File: src/rtl/core/ppp_pkg.sv
`default_nettype none
package ppp_pkg;

    // Field and datapath widths
    localparam int CoefW  = 32;
    localparam int FracW  = 16;
    localparam int HW     = 66;              // homogeneous sum, Q34.32 signed
    localparam int MagW   = 65;              // magnitude of a sum
    localparam int NW     = MagW + FracW;    // shifted numerator / remainder
    localparam int QBits  = 33;              // quotient bits 32..0
    localparam int CW     = MagW + QBits;    // compare width
    localparam int NRegs  = 6;
    localparam int AddrW  = 6;
    localparam int QDepth = 8;
    localparam int QAW    = 3;
    localparam int OccW   = 4;
    localparam int DivStages = QBits + 2;    // magnitude, range check, one per quotient bit

    // Register indexes
    localparam logic [2:0] REG_ROW0_COLS01 = 3'd0;
    localparam logic [2:0] REG_ROW0_COLS23 = 3'd1;
    localparam logic [2:0] REG_ROW1_COLS01 = 3'd2;
    localparam logic [2:0] REG_ROW1_COLS23 = 3'd3;
    localparam logic [2:0] REG_ROW2_COLS01 = 3'd4;
    localparam logic [2:0] REG_ROW2_COLS23 = 3'd5;

    // Word passed from the front to the back through the queue
    typedef struct packed {
        logic                 zero;
        logic                 den_neg;
        logic [MagW-1:0]      den;
        logic signed [HW-1:0] h0;
        logic signed [HW-1:0] h1;
    } qword_t;

    // One quotient lane inside the divider pipeline
    typedef struct packed {
        logic            neg;
        logic            ovf;
        logic [NW-1:0]   rem;
        logic [QBits-1:0] quo;
    } lane_t;

    typedef struct packed {
        logic            zero;
        logic [MagW-1:0] den;
        lane_t           u;
        lane_t           v;
    } stage_t;

    // Result flags and coordinates leaving the back end
    typedef struct packed {
        logic [CoefW-1:0] coord;
        logic             sat;
    } clamp_t;

    // One restoring step: compare against the shifted divisor, subtract on hit
    function automatic lane_t lane_step(lane_t l, logic [CW-1:0] dsh);
        logic [CW-1:0] ext;
        logic          ge;
        lane_t         r;
        ext = {{(CW-NW){1'b0}}, l.rem};
        ge  = (ext >= dsh);
        r   = l;
        r.quo = {l.quo[QBits-2:0], ge};
        r.rem = ge ? NW'(ext - dsh) : l.rem;
        return r;
    endfunction

    // Sign and clamp a quotient magnitude to Q16.16
    function automatic clamp_t lane_clamp(lane_t l);
        clamp_t c;
        c.sat = 1'b0;
        if (l.neg) begin
            if (l.ovf || l.quo > QBits'(33'h080000000)) begin
                c.coord = 32'h80000000;
                c.sat   = 1'b1;
            end
            else begin
                c.coord = 32'(-l.quo);
            end
        end
        else begin
            if (l.ovf || l.quo > QBits'(33'h07FFFFFFF)) begin
                c.coord = 32'h7FFFFFFF;
                c.sat   = 1'b1;
            end
            else begin
                c.coord = l.quo[CoefW-1:0];
            end
        end
        return c;
    endfunction

endpackage
`default_nettype wire

File: src/rtl/core/ppp_fifo.sv
`default_nettype none
module ppp_fifo (
    input  wire logic            clk,
    input  wire logic            rst_n,
    input  wire logic            push,
    input  wire ppp_pkg::qword_t push_word,
    input  wire logic            pop,
    output      ppp_pkg::qword_t pop_word,
    output      logic            empty
);

    ppp_pkg::qword_t                 mem [ppp_pkg::QDepth];
    logic [ppp_pkg::QAW-1:0]         wptr_reg;
    logic [ppp_pkg::QAW-1:0]         rptr_reg;
    logic [ppp_pkg::OccW-1:0]        count_reg;

    // Storage
    always_ff @(posedge clk)
    begin
        if (push)
        begin
            mem[wptr_reg] <= push_word;
        end
    end

    // Pointers and fill count
    always_ff @(posedge clk or negedge rst_n)
    begin
        if (!rst_n)
        begin
            wptr_reg  <= '0;
            rptr_reg  <= '0;
            count_reg <= '0;
        end
        else
        begin
            if (push)
            begin
                wptr_reg <= wptr_reg + 1'b1;
            end
            if (pop)
            begin
                rptr_reg <= rptr_reg + 1'b1;
            end
            count_reg <= count_reg + ppp_pkg::OccW'(push) - ppp_pkg::OccW'(pop);
        end
    end

    assign pop_word = mem[rptr_reg];
    assign empty    = (count_reg == '0);

endmodule
`default_nettype wire

File: config.mk
export PLATFORM = sky130hd
export DESIGN_NAME = ppp_fifo
export DESIGN_NICKNAME = d
export VERILOG_FILES = /design/src/rtl/core/ppp_pkg.sv /design/src/rtl/core/ppp_fifo.sv
export SDC_FILE = /design/constraint.sdc
export NUM_CORES = 2
export LEC_CHECK = 0
export BUFFER_PORTS_ARGS = -buffer_cell sky130_fd_sc_hd__buf_4
export CAP_MARGIN = 10
export CORE_MARGIN = 10
export CORE_UTILIZATION = 25
export DETAILED_ROUTE_END_ITERATION = 10
export PLACE_DENSITY = 0.5
export SKIP_CTS_REPAIR_TIMING = 1
export SLEW_MARGIN = 15
export SYNTH_ARGS = -nofsm -noshare
export SYNTH_HDL_FRONTEND = slang
export SYNTH_SLANG_ARGS = --single-unit
File: constraint.sdc
create_clock -name clk -period 25.6 [get_ports clk]
set_clock_uncertainty 0.15 [all_clocks]
set_input_delay 1.28 -clock clk [delete_from_list [all_inputs] [get_ports clk]]
set_output_delay 1.28 -clock clk [all_outputs]
set_load 0.005 [all_outputs]
# After elaboration in Yosys (flattened, before gate mapping)
# Memories as Yosys holds them, arrays and structs flattened.
# Index checks and enable logic that the tools add are counted.
# Widths: inputs -> output; s select.
dict set report word_totals {
  mem_count 1
  output_inout_bits 200
  word_cells 11
  mem_bits_rw 1592
  input_bits 203
  register_bits 10
}
# memory words width read_ports rd_ports_with_merged_regs wr line_no
set memory_table {}
lappend memory_table {mem 8 199 1 0 1 ppp_fifo.sv:12} ;# ppp_pkg::qword_t mem [ppp_pkg::QDepth];
dict set report op_classes {
  n_addsub 4
  reduce_logical 1
  n_mux 2
}
# operator n
set ops {}
lappend ops {{$add 3x1->3 const B} 2}
lappend ops {{$add 4x1->4} 1}
lappend ops {{$logic_not 4->1} 1}
lappend ops {{$sub 4x1->4} 1}
lappend ops {{$mux 1} 2}

# Depth between registers and ports, before layout
dict set report depth {
  ltp_word 2
  depth_mapped 7
  ltp_nobuf 7
}

# Worst setup path before layout
# OpenSTA, ideal clock, no wires.
dict set report synth_path {
  kind {input to register}
  startpoint {input push}
  endpoint {memory mem[0][0] in the netlist's numbering (enable)}
  arrival_ps 14772
  n_path_buf 0
  slack_ps 9677
  setup_ps 1002
  path_stages 2
  cell_sequence {nand2b_1 > nor3_1}
}
dict set report synth_between {
  elab_chain_cells 2
}
# item line_no
set synth_lines {}
lappend synth_lines {{from (decl)} ppp_fifo.sv:5} ;# input wire logic push,
lappend synth_lines {{$mux 1} ppp_fifo.sv:20} ;# if (push)
lappend synth_lines {{$mux 1 (not written as such)} ppp_fifo.sv:22} ;# mem[wptr_reg] <= push_word;
lappend synth_lines {{to (decl)} ppp_fifo.sv:12}
# No other way between the ends.

==> results.sh <==
export IMPL_finalHoldViolCount=0
export IMPL_cap_violations=0
export IMPL_gp_congestion=0.674
export IMPL_core_mm2=0.240
export IMPL_finalCriticalPeriod_ns=7.35
export IMPL_port_buffers=402
export IMPL_r2r_slack_ns=21.30
export IMPL_dieArea_mm2=0.261
export IMPL_gr_total_overflow=0
export IMPL_setup_violations=0
export IMPL_crit_path_top_delay_cell="dfrtp_4"
export IMPL_io_pins=403
export IMPL_reg2reg_from="wptr_reg[0]"
export IMPL_slowest_delay_ns=1.05
export IMPL_maxSlewViolCount=0
export IMPL_wirelength_mm=141
export IMPL_grt_setup_unrepaired="false"
export IMPL_synth_edf_count=1592
export IMPL_pre_cts_ws_ns=18.84
export IMPL_rows=180
export IMPL_crit_type="flip-flop to primary output"
export IMPL_grt_pass1_vias=28800
export IMPL_dr_pass1_iters=5
export IMPL_met2WireLength_mm=68.7
export IMPL_dp_hpwl_mm=78.8
export IMPL_root_buffer="clkbuf_16"
export IMPL_syn_to_final_growth_pct=20.3
export IMPL_yosysTopAreaCell="edfxtp_1"
export IMPL_grt_pass1_wl_mm=206
export IMPL_grt_usage_pct=10.6
export IMPL_wire_per_inst_um=22.8
export IMPL_cts_sinks=1602
export IMPL_worstPathArrival_ns=5.92
export IMPL_finalHoldWorstSlack_ns=0.142
export IMPL_tightest_slew_ns=1.01
export IMPL_netlist_instances=2352
export IMPL_drc_errors=0
export IMPL_dr_max_layer_used="met5"
export IMPL_end_kind="primary output"
export IMPL_synth_top_area_share_pct=79.4
export IMPL_grt_max_degree=95
export IMPL_crit_path_frequent_cell="buf_4"
export IMPL_place_area_mm2=0.0671
export IMPL_cts_buffers=174
export IMPL_cp_start_kind="flip-flop"
export IMPL_vias=26200
export IMPL_synthTopCellsByArea="edfxtp_1, mux4_2, mux2_2, buf_6, dfrtp_1"
export IMPL_async_flop_share_pct=0.624
export IMPL_crit_start="rptr_reg[0]"
export IMPL_synth_common_cells="edfxtp_1, mux4_2, mux2_2"
export IMPL_worstPathMaxFanout=81
export IMPL_yosysSeqAreaShare_pct=79.8
export IMPL_ys_types=20
export IMPL_ys_seq_elements=1602
export IMPL_hold_path_class="input pin to asynchronous set/reset pin"
export IMPL_synth_area_per_cell_um2=25.6
export IMPL_die_height_um=511
export IMPL_power_density_mw_per_mm2=114
export IMPL_initial_core_util_pct=25.1
export IMPL_drt_met1_wl_mm=62.7
export IMPL_synthesis_nets=2563
export IMPL_clk_pin_slew_ns=0.06
export IMPL_reg2reg_to="mem[7][152]"
export IMPL_fin_nets=3090
export IMPL_power_leakage_uw=0.0229
export IMPL_slew_headroom_pct=33.0
export IMPL_synth_flop_cell="edfxtp_1"
export IMPL_antenna_left=0
export IMPL_wl_met3_mm=7.24
export IMPL_final_layout_size_suffix_gt1_share_pct=43.2
export IMPL_htree_levels=4
export IMPL_largest_reg_flops=1592
export IMPL_cts_max_path_buffers=3
export IMPL_post_drt_via_cell_ratio=4.24
export IMPL_die_x_um=511
export IMPL_outcome="finished, final reports clean"
export IMPL_clk_latency_ns=0.81
export IMPL_first_iter_violations=2020
export IMPL_syn_area_mm2=0.0602
export IMPL_fin_tns_setup_ns=0
export IMPL_cp_cell_sequence="buf_12, buf_4, buf_4, buf_4, mux4_2, mux2_2, buf_4"
export IMPL_cp_data_required_time_ns=24.17
export IMPL_ys_warn_count=0
export IMPL_worstRegToRegCells=5
export IMPL_synthMostInstantiatedCell="edfxtp_1"
export IMPL_antenna_found_initial=18
export IMPL_cts_tree="yes"
export IMPL_fin_ws_ns=18.25
export IMPL_fin_area_mm2=0.0724
export IMPL_fin_crit_sh_pct=28.7
export IMPL_max_freq_mhz=136
export IMPL_ir_worst_vdd_uv=98.3
export IMPL_power_total_uw=8260
final cells by class:
type / instances / area, um2
fillers: 23300 / 168000
inverters: 8 / 30.0
clock inverters: 85 / 724
repair buffers: 462 / 3520
flip-flops and latches: 1602 / 48100
diodes: 1 / 2.50
multi-input cells: 631 / 11500
clock buffers: 221 / 4580
well taps: 3185 / 3990
stage by stage:
step,instances,utilization (%)
2_1_floorplan,2352,-
3_3_place_gp,5888,28.0
3_5_place_dp,5888,28.0
4_1_cts,6194,30.2
5_1_grt,6195,30.2
6_report,6195,30.2
cells in the final DEF, fill, tap and decap left out, types with 2 or more instances in the layout:
master | Yosys | layout
bufinv_16 | 0 | 8
dfrtp_4 | 0 | 3
ha_1 | 7 | 7
mux4_2 | 398 | 398
clkbuf_16 | 0 | 176
clkinv_1 | 0 | 35
inv_6 | 0 | 6
mux2_2 | 201 | 201
nor2_4 | 0 | 6
clkinv_2 | 0 | 23
clkinvlp_4 | 0 | 3
nand2b_1 | 3 | 3
nand2_1 | 4 | 4
clkbuf_1 | 45 | 44
buf_12 | 0 | 4
clkinv_4 | 0 | 2
nor3_2 | 0 | 2
buf_4 | 0 | 458
xor2_1 | 3 | 3
inv_16 | 0 | 4
clkinv_8 | 0 | 4
xnor2_1 | 3 | 3
dfrtp_1 | 10 | 7
edfxtp_1 | 1592 | 1592
inv_1 | 8 | 8
per-layer routing:
metal | vias up | track usage [%]
li1 | 11200 | -
met2 | 562 | 17.3
met3 | 198 | 2.71
met1 | 14200 | 14.0
met4 | 26 | 2.57
met5 | - | 0
kinds of logic (layout without fill, tap and decap cells):
logic type / count (synthesis) / after routing / synth area share (%)
flip-flops: 1602 / 1602 / 79.8
multiplexers: 599 / 599 / 18.6
buffers and inverters: 119 / 776 / 1.13
AND/OR/NAND/NOR: 16 / 16 / 0.121
adder cells (fa/ha/maj): 8 / 8 / 0.179
XOR/XNOR: 6 / 6 / 0.0873
AO/OA/AOI/OAI: 2 / 2 / 0.0208
other: 0 / 1 / 0
power by group:
part	internal, uW	total, uW	switching [uW]
clock	1350	2360	1010
sequential	3290	3410	121
combinational	1260	2490	1230
total	5900	8260	2360
worst max path at each step:
stage,endpoint,slack (ns),cells past startpoint
after global routing,pop_word[99],17.58,7
after detailed placement,pop_word[99],18.84,7
after global placement,pop_word[99],18.83,7
after floorplan,mem[0][0],9.68,2
after CTS,pop_word[99],17.92,7
final,pop_word[99],18.25,7
critical path, delay by kind of cell (launching register included):
kind | cells | cell delay, ns
DFF | 1 | 1.05
buffers and inverters | 5 | 2.80
muxes | 2 | 0.89
Power figures use the tool's default switching activity.
